--- config.mk ---
export PLATFORM = sky130hd
export DESIGN_NAME = aspect_fit_rectangle_top
export DESIGN_NICKNAME = d
export VERILOG_FILES = /design/src/hdl/afr_pkg.sv /design/src/hdl/afr_front.sv /design/src/hdl/afr_queue.sv /design/src/hdl/afr_back.sv /design/src/hdl/aspect_fit_rectangle_top.sv
export SDC_FILE = /design/constraint.sdc
export NUM_CORES = 2
export LEC_CHECK = 0
export ABC_AREA = 1
export BUFFER_PORTS_ARGS = -buffer_cell sky130_fd_sc_hd__buf_2
export CAP_MARGIN = 10
export CORE_AREA = 2 2 446 448
export DETAILED_ROUTE_END_ITERATION = 6
export DIE_AREA = 0 0 448 450
export GPL_TIMING_DRIVEN = 1
export PLACE_DENSITY = 0.78
export SETUP_SLACK_MARGIN = 0.05
export SLEW_MARGIN = 40
export SYNTH_ARGS = -nofsm -noshare
export SYNTH_HDL_FRONTEND = slang
export SYNTH_SLANG_ARGS = --single-unit
--- constraint.sdc ---
create_clock -name clk -period 25.2 [get_ports clk]
set_input_delay 2.52 -clock clk [delete_from_list [all_inputs] [get_ports clk]]
set_output_delay 2.52 -clock clk [all_outputs]
set_load 0.005 [all_outputs]
--- src/hdl/afr_pkg.sv ---
// Shared types, constants and codes for the aspect-fit rectangle block.
// Used by afr_front, afr_queue, afr_back and aspect_fit_rectangle_top.
// No dependencies.
package afr_pkg;

    // Fixed-point format of every coordinate and side
    localparam int COORD_BITS = 24;
    localparam int FRAC_BITS  = 8;

    localparam int PROD_W   = 2 * COORD_BITS;
    localparam int MODE_W   = 3;
    localparam int STATUS_W = 2;
    localparam int OP_W     = 3;

    // Stream widths, padded to whole bytes
    localparam int IN_FIELDS_W  = 6 * COORD_BITS;
    localparam int IN_DATA_W    = ((IN_FIELDS_W + 7) / 8) * 8;
    localparam int OUT_FIELDS_W = 4 * COORD_BITS + STATUS_W;
    localparam int OUT_DATA_W   = ((OUT_FIELDS_W + 7) / 8) * 8;

    // Divider: restoring, a fixed number of quotient bits per cycle
    localparam int DIV_BITS_PER_CYCLE = 2;
    localparam int DIV_CYCLES         = PROD_W / DIV_BITS_PER_CYCLE;
    localparam int DIV_CNT_W          = $clog2(DIV_CYCLES);

    // Job queue between front and back
    localparam int QUEUE_DEPTH = 4;
    localparam int QPTR_W      = $clog2(QUEUE_DEPTH);
    localparam int QCNT_W      = $clog2(QUEUE_DEPTH + 1);

    // Sizing modes
    localparam logic [MODE_W-1:0] MODE_FIT       = 3'd0;
    localparam logic [MODE_W-1:0] MODE_FIT_WIDTH = 3'd1;
    localparam logic [MODE_W-1:0] MODE_FILL      = 3'd2;
    localparam logic [MODE_W-1:0] MODE_STRETCH   = 3'd3;
    localparam logic [MODE_W-1:0] MODE_COPY      = 3'd4;

    // Status codes
    localparam logic [STATUS_W-1:0] STATUS_OK   = 2'd0;
    localparam logic [STATUS_W-1:0] STATUS_ZERO = 2'd1;
    localparam logic [STATUS_W-1:0] STATUS_SAT  = 2'd2;

    // Job kinds decided by the front
    localparam logic [OP_W-1:0] OP_ZERO  = 3'd0; // a zero side: empty rectangle
    localparam logic [OP_W-1:0] OP_NONE  = 3'd1; // unused mode: empty rectangle
    localparam logic [OP_W-1:0] OP_PASS  = 3'd2; // target size as is
    localparam logic [OP_W-1:0] OP_DIV_W = 3'd3; // height = target, width divided
    localparam logic [OP_W-1:0] OP_DIV_H = 3'd4; // width = target, height divided
    localparam logic [OP_W-1:0] OP_COPY  = 3'd5; // native size, centred on pixels

    typedef logic [COORD_BITS-1:0]        coord_t;
    typedef logic signed [COORD_BITS-1:0] scoord_t;

    typedef struct packed {
        coord_t  th;
        coord_t  tw;
        scoord_t ty;
        scoord_t tx;
        coord_t  sh;
        coord_t  sw;
    } item_t;

    typedef struct packed {
        logic [OP_W-1:0]   op;
        logic [PROD_W-1:0] num;
        coord_t            den;
        item_t             item;
    } job_t;

    typedef struct packed {
        logic [STATUS_W-1:0] status;
        coord_t              h;
        coord_t              w;
        scoord_t             y;
        scoord_t             x;
    } result_t;

endpackage

--- src/hdl/afr_front.sv ---
// Front end: takes input transfers, forms the two cross products and
// classifies each item into a job for the back end. Uses afr_pkg.
module afr_front
(
    input  logic                       clk,
    input  logic                       rst_n,
    input  logic                       in_valid,
    output logic                       in_ready,
    input  afr_pkg::item_t             in_item,
    input  logic [afr_pkg::MODE_W-1:0] mode,
    output logic                       job_valid,
    input  logic                       job_ready,
    output afr_pkg::job_t              job
);

    logic                       stage_valid_reg;
    afr_pkg::item_t             item_reg;
    logic [afr_pkg::PROD_W-1:0] lhs_reg;
    logic [afr_pkg::PROD_W-1:0] rhs_reg;
    logic [afr_pkg::PROD_W-1:0] lhs_next;
    logic [afr_pkg::PROD_W-1:0] rhs_next;
    logic                       take;
    logic                       any_zero;

    assign in_ready  = !stage_valid_reg || job_ready;
    assign take      = in_valid && in_ready;
    assign job_valid = stage_valid_reg;

    // tw*sh and sw*th, registered before the compare
    assign lhs_next = in_item.tw * in_item.sh;
    assign rhs_next = in_item.sw * in_item.th;

    always_ff @(posedge clk or negedge rst_n)
    begin
        if (!rst_n)
        begin
            stage_valid_reg <= 1'b0;
        end
        else if (in_ready)
        begin
            stage_valid_reg <= in_valid;
        end
    end

    always_ff @(posedge clk)
    begin
        if (take)
        begin
            item_reg <= in_item;
            lhs_reg  <= lhs_next;
            rhs_reg  <= rhs_next;
        end
    end

    assign any_zero = (item_reg.sw == '0) || (item_reg.sh == '0) ||
                      (item_reg.tw == '0) || (item_reg.th == '0);

    always_comb
    begin
        job      = '0;
        job.item = item_reg;
        job.op   = afr_pkg::OP_NONE;
        job.num  = lhs_reg;
        job.den  = item_reg.sw;
        if (any_zero)
        begin
            job.op = afr_pkg::OP_ZERO;
        end
        else
        begin
            unique case (mode)
                afr_pkg::MODE_FIT,
                afr_pkg::MODE_FILL:
                begin
                    // fit shrinks the wider side, fill grows the narrower one
                    priority if (lhs_reg == rhs_reg)
                    begin
                        job.op = afr_pkg::OP_PASS;
                    end
                    else if ((lhs_reg > rhs_reg) == (mode == afr_pkg::MODE_FIT))
                    begin
                        job.op  = afr_pkg::OP_DIV_W;
                        job.num = rhs_reg;
                        job.den = item_reg.sh;
                    end
                    else
                    begin
                        job.op = afr_pkg::OP_DIV_H;
                    end
                end
                afr_pkg::MODE_FIT_WIDTH: job.op = afr_pkg::OP_DIV_H;
                afr_pkg::MODE_STRETCH:   job.op = afr_pkg::OP_PASS;
                afr_pkg::MODE_COPY:      job.op = afr_pkg::OP_COPY;
                default:                 job.op = afr_pkg::OP_NONE;
            endcase
        end
    end

endmodule

--- src/hdl/afr_queue.sv ---
// Short job queue between front and back end, so either side can stall.
// Register slots with wrapping pointers. Uses afr_pkg.
module afr_queue
(
    input  logic          clk,
    input  logic          rst_n,
    input  logic          push_valid,
    output logic          push_ready,
    input  afr_pkg::job_t push_job,
    output logic          pop_valid,
    input  logic          pop_ready,
    output afr_pkg::job_t pop_job
);

    afr_pkg::job_t               slots [afr_pkg::QUEUE_DEPTH];
    logic [afr_pkg::QPTR_W-1:0] wr_ptr_reg;
    logic [afr_pkg::QPTR_W-1:0] rd_ptr_reg;
    logic [afr_pkg::QCNT_W-1:0] count_reg;
    logic                       push;
    logic                       pop;

    assign push_ready = (count_reg != afr_pkg::QCNT_W'(afr_pkg::QUEUE_DEPTH));
    assign pop_valid  = (count_reg != '0);
    assign push       = push_valid && push_ready;
    assign pop        = pop_valid && pop_ready;
    assign pop_job    = slots[rd_ptr_reg];

    function automatic logic [afr_pkg::QPTR_W-1:0] bump(input logic [afr_pkg::QPTR_W-1:0] p);
        logic [afr_pkg::QPTR_W-1:0] n;
        if (p == afr_pkg::QPTR_W'(afr_pkg::QUEUE_DEPTH - 1))
        begin
            n = '0;
        end
        else
        begin
            n = p + 1'b1;
        end
        return n;
    endfunction

    always_ff @(posedge clk or negedge rst_n)
    begin
        if (!rst_n)
        begin
            wr_ptr_reg <= '0;
            rd_ptr_reg <= '0;
            count_reg  <= '0;
        end
        else
        begin
            if (push)
            begin
                wr_ptr_reg <= bump(wr_ptr_reg);
            end
            if (pop)
            begin
                rd_ptr_reg <= bump(rd_ptr_reg);
            end
            if (push && !pop)
            begin
                count_reg <= count_reg + 1'b1;
            end
            else if (pop && !push)
            begin
                count_reg <= count_reg - 1'b1;
            end
        end
    end

    always_ff @(posedge clk)
    begin
        if (push)
        begin
            slots[wr_ptr_reg] <= push_job;
        end
    end

endmodule

--- src/hdl/afr_back.sv ---
// Back end: runs one job at a time, division jobs through a radix-4 restoring
// divider; rounds and saturates the sides, places the origin, holds the result.
// Uses afr_pkg.
module afr_back
(
    input  logic             clk,
    input  logic             rst_n,
    input  logic             job_valid,
    output logic             job_ready,
    input  afr_pkg::job_t    job,
    output logic             out_valid,
    input  logic             out_ready,
    output afr_pkg::result_t result
);

    localparam int CW = afr_pkg::COORD_BITS;
    localparam int PW = afr_pkg::PROD_W;
    localparam int EW = CW + 3;

    localparam logic [1:0] ST_IDLE  = 2'd0;
    localparam logic [1:0] ST_DIV   = 2'd1;
    localparam logic [1:0] ST_SIZE  = 2'd2;
    localparam logic [1:0] ST_PLACE = 2'd3;

    localparam logic [CW:0]   ROUND_HALF = (CW + 1)'((1 << afr_pkg::FRAC_BITS) >> 1);
    localparam logic [CW-1:0] FRAC_MASK  = CW'((1 << afr_pkg::FRAC_BITS) - 1);
    localparam logic [EW-1:0] PIX_HALF   = EW'(1 << afr_pkg::FRAC_BITS);
    localparam logic signed [EW-1:0] SMAX_E = $signed({4'b0000, {(CW - 1){1'b1}}});
    localparam logic signed [EW-1:0] SMIN_E = $signed({4'b1111, {(CW - 1){1'b0}}});

    logic [1:0]                    state_reg;
    logic [1:0]                    state_next;
    logic [afr_pkg::DIV_CNT_W-1:0] cnt_reg;
    afr_pkg::job_t                 cur_reg;
    logic [PW-1:0]                 quo_reg;
    logic [PW-1:0]                 quo_next;
    logic [CW-1:0]                 rem_reg;
    logic [CW-1:0]                 rem_next;
    afr_pkg::coord_t               w_reg;
    afr_pkg::coord_t               h_reg;
    logic                          sat_reg;
    afr_pkg::coord_t               w_next;
    afr_pkg::coord_t               h_next;
    logic                          sat_next;
    logic                          out_valid_reg;
    afr_pkg::result_t              result_reg;
    afr_pkg::result_t              result_next;
    logic                          load;
    logic                          place;
    logic                          is_div;

    // division step signals
    logic [CW:0]                   shr;
    logic                          qbit;

    // rounding of the quotient and of the copy sizes
    logic                          round_up;
    logic [CW:0]                   qsum;
    logic                          qsat;
    afr_pkg::coord_t               qval;
    logic [CW:0]                   csw;
    logic [CW:0]                   csh;

    // origin placement
    logic signed [EW-1:0]          x_full;
    logic signed [EW-1:0]          y_full;
    logic [CW:0]                   x_clamp;
    logic [CW:0]                   y_clamp;

    function automatic logic signed [EW-1:0] place_coord(
        input logic [afr_pkg::OP_W-1:0] op,
        input logic signed [CW-1:0]     t,
        input logic [CW-1:0]            ts,
        input logic [CW-1:0]            s
    );
        logic signed [CW+1:0] diff;
        logic signed [CW+1:0] v;
        logic signed [CW+1:0] hd;
        logic [CW+1:0]        mag;
        logic [EW-1:0]        ksum;
        logic [EW-1:0]        r;
        logic signed [EW-1:0] res;
        diff = $signed({2'b00, ts}) - $signed({2'b00, s});
        if (op == afr_pkg::OP_COPY)
        begin
            // 2t + ts - s has one extra fraction bit; round to pixels, ties away
            v    = $signed({t[CW-1], t, 1'b0}) + diff;
            mag  = v[CW+1] ? $unsigned(~v + 1'b1) : $unsigned(v);
            ksum = {1'b0, mag} + PIX_HALF;
            r    = (ksum >> (afr_pkg::FRAC_BITS + 1)) << afr_pkg::FRAC_BITS;
            res  = v[CW+1] ? -$signed(r) : $signed(r);
        end
        else
        begin
            hd  = diff >>> 1;
            res = $signed({{3{t[CW-1]}}, t}) + $signed({hd[CW+1], hd});
        end
        return res;
    endfunction

    function automatic logic [CW:0] clamp_coord(input logic signed [EW-1:0] v);
        logic [CW:0] res;
        if (v > SMAX_E)
        begin
            res = {1'b1, SMAX_E[CW-1:0]};
        end
        else if (v < SMIN_E)
        begin
            res = {1'b1, SMIN_E[CW-1:0]};
        end
        else
        begin
            res = {1'b0, v[CW-1:0]};
        end
        return res;
    endfunction

    assign job_ready = (state_reg == ST_IDLE);
    assign load      = job_valid && job_ready;
    assign place     = (state_reg == ST_PLACE) && (!out_valid_reg || out_ready);
    assign is_div    = (job.op == afr_pkg::OP_DIV_W) || (job.op == afr_pkg::OP_DIV_H);
    assign out_valid = out_valid_reg;
    assign result    = result_reg;

    // two restoring steps per cycle
    always_comb
    begin
        rem_next = rem_reg;
        quo_next = quo_reg;
        shr      = '0;
        qbit     = 1'b0;
        for (int i = 0; i < afr_pkg::DIV_BITS_PER_CYCLE; i++)
        begin
            shr  = {rem_next, quo_next[PW-1]};
            qbit = (shr >= {1'b0, cur_reg.den});
            if (qbit)
            begin
                rem_next = CW'(shr - {1'b0, cur_reg.den});
            end
            else
            begin
                rem_next = shr[CW-1:0];
            end
            quo_next = {quo_next[PW-2:0], qbit};
        end
    end

    // side lengths, rounded and saturated
    always_comb
    begin
        round_up = ({rem_reg, 1'b0} >= {1'b0, cur_reg.den});
        qsum     = {1'b0, quo_reg[CW-1:0]} + (CW + 1)'(round_up);
        qsat     = (|quo_reg[PW-1:CW]) || qsum[CW];
        qval     = qsat ? '1 : qsum[CW-1:0];
        csw      = {1'b0, cur_reg.item.sw} + ROUND_HALF;
        csh      = {1'b0, cur_reg.item.sh} + ROUND_HALF;
        w_next   = '0;
        h_next   = '0;
        sat_next = 1'b0;
        unique case (cur_reg.op)
            afr_pkg::OP_PASS:
            begin
                w_next = cur_reg.item.tw;
                h_next = cur_reg.item.th;
            end
            afr_pkg::OP_DIV_W:
            begin
                w_next   = qval;
                h_next   = cur_reg.item.th;
                sat_next = qsat;
            end
            afr_pkg::OP_DIV_H:
            begin
                w_next   = cur_reg.item.tw;
                h_next   = qval;
                sat_next = qsat;
            end
            afr_pkg::OP_COPY:
            begin
                w_next   = csw[CW] ? '1 : (csw[CW-1:0] & ~FRAC_MASK);
                h_next   = csh[CW] ? '1 : (csh[CW-1:0] & ~FRAC_MASK);
                sat_next = csw[CW] || csh[CW];
            end
            default:
            begin
                w_next = '0;
                h_next = '0;
            end
        endcase
    end

    // origins and status
    always_comb
    begin
        x_full  = place_coord(cur_reg.op, cur_reg.item.tx, cur_reg.item.tw, w_reg);
        y_full  = place_coord(cur_reg.op, cur_reg.item.ty, cur_reg.item.th, h_reg);
        x_clamp = clamp_coord(x_full);
        y_clamp = clamp_coord(y_full);
        result_next = '0;
        unique case (cur_reg.op)
            afr_pkg::OP_ZERO:
            begin
                result_next.status = afr_pkg::STATUS_ZERO;
            end
            afr_pkg::OP_NONE:
            begin
                result_next.status = afr_pkg::STATUS_OK;
            end
            default:
            begin
                result_next.x = x_clamp[CW-1:0];
                result_next.y = y_clamp[CW-1:0];
                result_next.w = w_reg;
                result_next.h = h_reg;
                result_next.status = (sat_reg || x_clamp[CW] || y_clamp[CW]) ?
                                     afr_pkg::STATUS_SAT : afr_pkg::STATUS_OK;
            end
        endcase
    end

    always_comb
    begin
        state_next = state_reg;
        unique case (state_reg)
            ST_IDLE:
            begin
                if (job_valid)
                begin
                    state_next = is_div ? ST_DIV : ST_SIZE;
                end
            end
            ST_DIV:
            begin
                if (cnt_reg == '0)
                begin
                    state_next = ST_SIZE;
                end
            end
            ST_SIZE:
            begin
                state_next = ST_PLACE;
            end
            ST_PLACE:
            begin
                if (place)
                begin
                    state_next = ST_IDLE;
                end
            end
            default:
            begin
                state_next = ST_IDLE;
            end
        endcase
    end

    always_ff @(posedge clk or negedge rst_n)
    begin
        if (!rst_n)
        begin
            state_reg     <= ST_IDLE;
            out_valid_reg <= 1'b0;
            cnt_reg       <= '0;
        end
        else
        begin
            state_reg <= state_next;
            if (place)
            begin
                out_valid_reg <= 1'b1;
            end
            else if (out_ready)
            begin
                out_valid_reg <= 1'b0;
            end
            if (load)
            begin
                cnt_reg <= afr_pkg::DIV_CNT_W'(afr_pkg::DIV_CYCLES - 1);
            end
            else if (state_reg == ST_DIV)
            begin
                cnt_reg <= cnt_reg - 1'b1;
            end
        end
    end

    always_ff @(posedge clk)
    begin
        if (load)
        begin
            cur_reg <= job;
            quo_reg <= job.num;
            rem_reg <= '0;
        end
        else if (state_reg == ST_DIV)
        begin
            quo_reg <= quo_next;
            rem_reg <= rem_next;
        end
        if (state_reg == ST_SIZE)
        begin
            w_reg   <= w_next;
            h_reg   <= h_next;
            sat_reg <= sat_next;
        end
        if (place)
        begin
            result_reg <= result_next;
        end
    end

endmodule

--- src/hdl/aspect_fit_rectangle_top.sv ---
// Top level of the aspect-fit rectangle block: config register, stream
// unpacking and packing, front end, job queue, back end.
// Depends on afr_pkg, afr_front, afr_queue, afr_back.
//
// Channel   Direction  Transfer when            Contents
// s_axis    in         tvalid & tready          source size, target rectangle
// m_axis    out        tvalid & tready          placed rectangle, status
// cfg       in         cfg_wr_en                sizing_mode
//
// Division items (fit and fill with unequal aspects, fit width): the back end
// takes the job, divides at two quotient bits a divider cycle over the 48-bit
// product, rounds the sides and places the origin; others skip the divide.
// The divider sets the sustained rate; the front takes a transfer every cycle
// while the 4-entry queue has room. A held result stalls the back end.
// Reset clears the valid flags, the queue and sizing_mode (fit).
module aspect_fit_rectangle_top
(
    input  logic                           clk,
    input  logic                           rst_n,

    // fields from bit 0 up: source_width, source_height, target_x,
    // target_y, target_width, target_height
    input  logic                           s_axis_tvalid,
    output logic                           s_axis_tready,
    input  logic [afr_pkg::IN_DATA_W-1:0]  s_axis_tdata,

    // fields from bit 0 up: out_x, out_y, out_width, out_height, status,
    // then zero fill
    output logic                           m_axis_tvalid,
    input  logic                           m_axis_tready,
    output logic [afr_pkg::OUT_DATA_W-1:0] m_axis_tdata,

    input  logic                           cfg_wr_en,
    input  logic [afr_pkg::MODE_W-1:0]     cfg_wr_data
);

    localparam int CW = afr_pkg::COORD_BITS;

    logic [afr_pkg::MODE_W-1:0] sizing_mode_reg;
    afr_pkg::item_t             in_item;
    logic                       front_valid;
    logic                       front_ready;
    afr_pkg::job_t              front_job;
    logic                       back_valid;
    logic                       back_ready;
    afr_pkg::job_t              back_job;
    afr_pkg::result_t           res;

    // Hold the sizing mode; the user must write it only while the block is idle, the block itself does not enforce it
    always_ff @(posedge clk or negedge rst_n)
    begin
        if (!rst_n)
        begin
            sizing_mode_reg <= afr_pkg::MODE_FIT;
        end
        else if (cfg_wr_en)
        begin
            sizing_mode_reg <= cfg_wr_data;
        end
    end

    // Unpack the input transfer
    assign in_item.sw = s_axis_tdata[CW-1:0];
    assign in_item.sh = s_axis_tdata[2*CW-1:CW];
    assign in_item.tx = $signed(s_axis_tdata[3*CW-1:2*CW]);
    assign in_item.ty = $signed(s_axis_tdata[4*CW-1:3*CW]);
    assign in_item.tw = s_axis_tdata[5*CW-1:4*CW];
    assign in_item.th = s_axis_tdata[6*CW-1:5*CW];

    // Front: multiply and classify
    afr_front u_front
    (
        .clk       (clk),
        .rst_n     (rst_n),
        .in_valid  (s_axis_tvalid),
        .in_ready  (s_axis_tready),
        .in_item   (in_item),
        .mode      (sizing_mode_reg),
        .job_valid (front_valid),
        .job_ready (front_ready),
        .job       (front_job)
    );

    // Queue: decouple the front from the slow divider
    afr_queue u_queue
    (
        .clk        (clk),
        .rst_n      (rst_n),
        .push_valid (front_valid),
        .push_ready (front_ready),
        .push_job   (front_job),
        .pop_valid  (back_valid),
        .pop_ready  (back_ready),
        .pop_job    (back_job)
    );

    // Back: divide, round, saturate, place; holds the result register
    afr_back u_back
    (
        .clk       (clk),
        .rst_n     (rst_n),
        .job_valid (back_valid),
        .job_ready (back_ready),
        .job       (back_job),
        .out_valid (m_axis_tvalid),
        .out_ready (m_axis_tready),
        .result    (res)
    );

    // Pack the result transfer, zero fill to whole bytes
    assign m_axis_tdata = afr_pkg::OUT_DATA_W'({res.status, res.h, res.w, res.y, res.x});

    // Status is one of the three defined codes
    assert property (@(posedge clk) disable iff (!rst_n)
        m_axis_tvalid |-> (res.status == afr_pkg::STATUS_OK ||
                           res.status == afr_pkg::STATUS_ZERO ||
                           res.status == afr_pkg::STATUS_SAT))
        else $error("undefined status on result");

    // A zero-side result carries an empty rectangle
    assert property (@(posedge clk) disable iff (!rst_n)
        (m_axis_tvalid && res.status == afr_pkg::STATUS_ZERO) |->
            (res.x == '0 && res.y == '0 && res.w == '0 && res.h == '0))
        else $error("zero-side result with nonzero rectangle");

endmodule
==> summary.md <==
The region available for standard cell placement spans 0.1966 sq mm. Data on the critical path arrives at its endpoint at 9.78 ns. The run gives 77570 as the via count of the first global-routing pass. The worst hold path belongs to the class flop to flop. Max-cap violations in this run came to 0.

The run gives 0.2828 as the overall track demand over capacity in global routing. The post-layout minimum cycle time came out at 9.248 ns. The number of top-level design ports came out at 258. By area the synthesized netlist is led by sky130_fd_sc_hd__edfxtp_1, sky130_fd_sc_hd__fa_1, sky130_fd_sc_hd__nand2_1. The number of flip-flops in the largest register works out to 820. The wire-length estimate of the detail-placed layout is 204.4 mm.

After detailed routing, the average wire length per cell comes to 21.15 microns. Capturing element type of the critical path: a flop. The path type of the worst setup path was input pin to flop. For this block, the via count after detailed routing is 76243.

The largest clock skew in the final design was 0.03338 ns. STA classifies the critical path startpoint as an input pin. The number of synthesized register bits came out at 1455. The quantity of I/O buffers inserted on ports came out at 251. The run gives 0 as the total count of max-transition violations in the final report. The overall overflow remaining after global route was 0; the number of synthesis warnings was 0. Hold is met by 0.4865 ns.

Cell area after synthesis: 0.1036 sq mm. The die is 450 microns tall. For the number of buffers added for setup after CTS, the log shows 0. The die is 448 microns wide. For this design, the CTS-stage hold fixing added 0 buffers. Compared with the post-synthesis result, the final layout area differs by 8.174%. For the final-report setup violation count, the log shows 0.

The tools report the worst slew slack as a fraction of its limit as 0.4303. At the end of routability-driven placement, the weighted congestion stood at 0.9574. The H-tree was split into 4 levels. Among all flip-flop cells after synthesis, the most frequent one is sky130_fd_sc_hd__edfxtp_1.

In this run, post-CTS repair resized a total of 0 instances. Setup repair after global routing left no endpoint under its margin. Counting flops with a built-in enable in the synthesized netlist gives 1412.

The pin count of the biggest net entering global routing came out at 217. The final worst-path cycle share was 0.3670. After the first detailed-routing iteration, the DRC count stood at 7412. The maximum root-to-sink buffer count is 3, and the first-pass GRT wire length is 436.3 mm.

sky130_fd_sc_hd__nand2_1 is the most common cell in the netlist. For the fmax, the log shows 108.1 MHz. For this run, design rule violations remaining after detail routing come to 0. The biggest area contributor in the post-synthesis netlist is sky130_fd_sc_hd__edfxtp_1. The initial core utilization was 0.5271; the count of cell types in the netlist was 63. Synthesis produced a netlist whose cell count is 10678. The per-instance average area after synthesis was 9.705 sq um; the area share of the largest cell type after synthesis was 0.4092.

The logs give 0 for the count of final hold-check violations and 1455 for the number of sinks on the clock net. The net count of the finished layout came out at 12404. Wires add up to 285.0 mm. The first TritonRoute pass finished after 6 iterations. Of all nets on the critical path, the largest fanout is 25. The logs give 163 for the number of core rows and 0 ns for the accumulated negative setup slack. The detail route stage leaves a number of antenna-violating nets equal to 0. For the pin with the worst max-slew slack, the measured transition is 0.8545 ns. The tools report the root buffer cell as sky130_fd_sc_hd__clkbuf_16. The number of buffers added by the clock tree synthesis step is 148, and the portion of the post-synthesis area used by sequential elements is 0.4184. The number of antenna violations at the first check in global routing came out at 16.

The run finished with clean final reports. TritonCTS built the clock tree. For flop-to-flop paths, the worst setup slack is 16.58 ns. The proportion of register bits with asynchronous set or reset after synthesis is 0.01306.

The floorplan step defined a die boundary enclosing 0.2016 sq mm. The run gives 25.73 ns as the data required time of the worst path. By count the netlist is led by sky130_fd_sc_hd__nand2_1, sky130_fd_sc_hd__inv_1, sky130_fd_sc_hd__edfxtp_1.

The detail-routed via count per cell was 5.657; the clock insertion delay at the later pin of the skew report was 0.79 ns. The fraction of final layout cells sized beyond drive strength 1 was 0.06379; the clock-pin slew reported for the worst setup and hold paths after clock tree synthesis was 0.06 ns.
area by class of cell:
type	instances	area, sq um
diodes	5	12.51
inverters	1964	7400
repair buffers	310	1919
clock inverters	88	950.9
clock buffers	177	3844
flip-flops and latches	1455	43360
well taps	2640	3303
multi-input cells	6838	51310
fillers	16267	84500
worst paths after layout:
check | from | to | cells after the start
min in group asynchronous | rst_n | u_back.cnt_reg[3] | 1
min | u_back.rem_reg[22] | u_back.rem_reg[22] | 2
max in group asynchronous | rst_n | u_queue.rd_ptr_reg[0] | 1
max | s_axis_tdata[109] | u_front.lhs_reg[41] | 25
min reg2reg | u_back.rem_reg[22] | u_back.rem_reg[22] | 2
max reg2reg | u_back.w_reg[0] | u_back.result[97] | 51
cells in the final DEF (no fill, tap or decap), drive strengths merged, types with 256 or more instances in the layout:
master	Yosys	final
o21ai	718	718
a21oi	393	393
ha	564	564
inv	1957	1974
buf	31	310
nand2	2348	2348
nand3	256	256
nor2	807	807
edfxtp	1412	1412
fa	971	971
cells by family after synthesis:
logic type | share of synthesized area
other cells | 0.00003619
compound gates | 0.07786
xor+xnor | 0.01800
flops | 0.4184
fa+ha+maj | 0.2557
simple gates | 0.1412
mux | 0.001280
buf+inv | 0.08755
per-stage QoR:
step,setup WS (ns),cell area [sq um],std cells,util
6_report,15.95,112100,13477,0.5702
5_1_grt,15.48,112100,13473,0.5701
4_1_cts,16.04,111900,13467,0.5694
3_5_place_dp,15.25,107100,13202,0.5450
3_3_place_gp,15.29,107100,13199,0.5445
2_1_floorplan,15.29,103600,10683,-
critical path: stages:
cell	delay, ns
sky130_fd_sc_hd__buf_2	0.56
sky130_fd_sc_hd__nand2_1	0.17
sky130_fd_sc_hd__fa_1	0.57
sky130_fd_sc_hd__inv_1	0.05
sky130_fd_sc_hd__fa_1	0.47
sky130_fd_sc_hd__fa_1	0.57
sky130_fd_sc_hd__inv_1	0.07
sky130_fd_sc_hd__fa_1	0.50
sky130_fd_sc_hd__fa_1	0.56
sky130_fd_sc_hd__inv_1	0.05
sky130_fd_sc_hd__fa_1	0.50
sky130_fd_sc_hd__fa_1	0.42
sky130_fd_sc_hd__ha_1	0.34
sky130_fd_sc_hd__a21oi_1	0.13
sky130_fd_sc_hd__a21boi_1	0.25
sky130_fd_sc_hd__o21ai_0	0.21
sky130_fd_sc_hd__a21boi_1	0.30
sky130_fd_sc_hd__o21ai_0	0.17
sky130_fd_sc_hd__a21boi_1	0.31
sky130_fd_sc_hd__o21bai_1	0.15
sky130_fd_sc_hd__a21boi_0	0.38
sky130_fd_sc_hd__o21ai_1	0.20
sky130_fd_sc_hd__nand2_1	0.09
sky130_fd_sc_hd__nand2_1	0.06
sky130_fd_sc_hd__xor2_1	0.14
routing by layer:
layer,vias up,share of wire,GRT usage
met1,37257,0.37,0.3487
li1,34382,-,-
met3,847,0.082,0.04180
met5,-,0.00038,0
met4,16,0.067,0.1658
met2,3741,0.48,0.4729
Power is not shown: default switching activity piles up to over one toggle a cycle in this logic, so the estimate is an artifact.
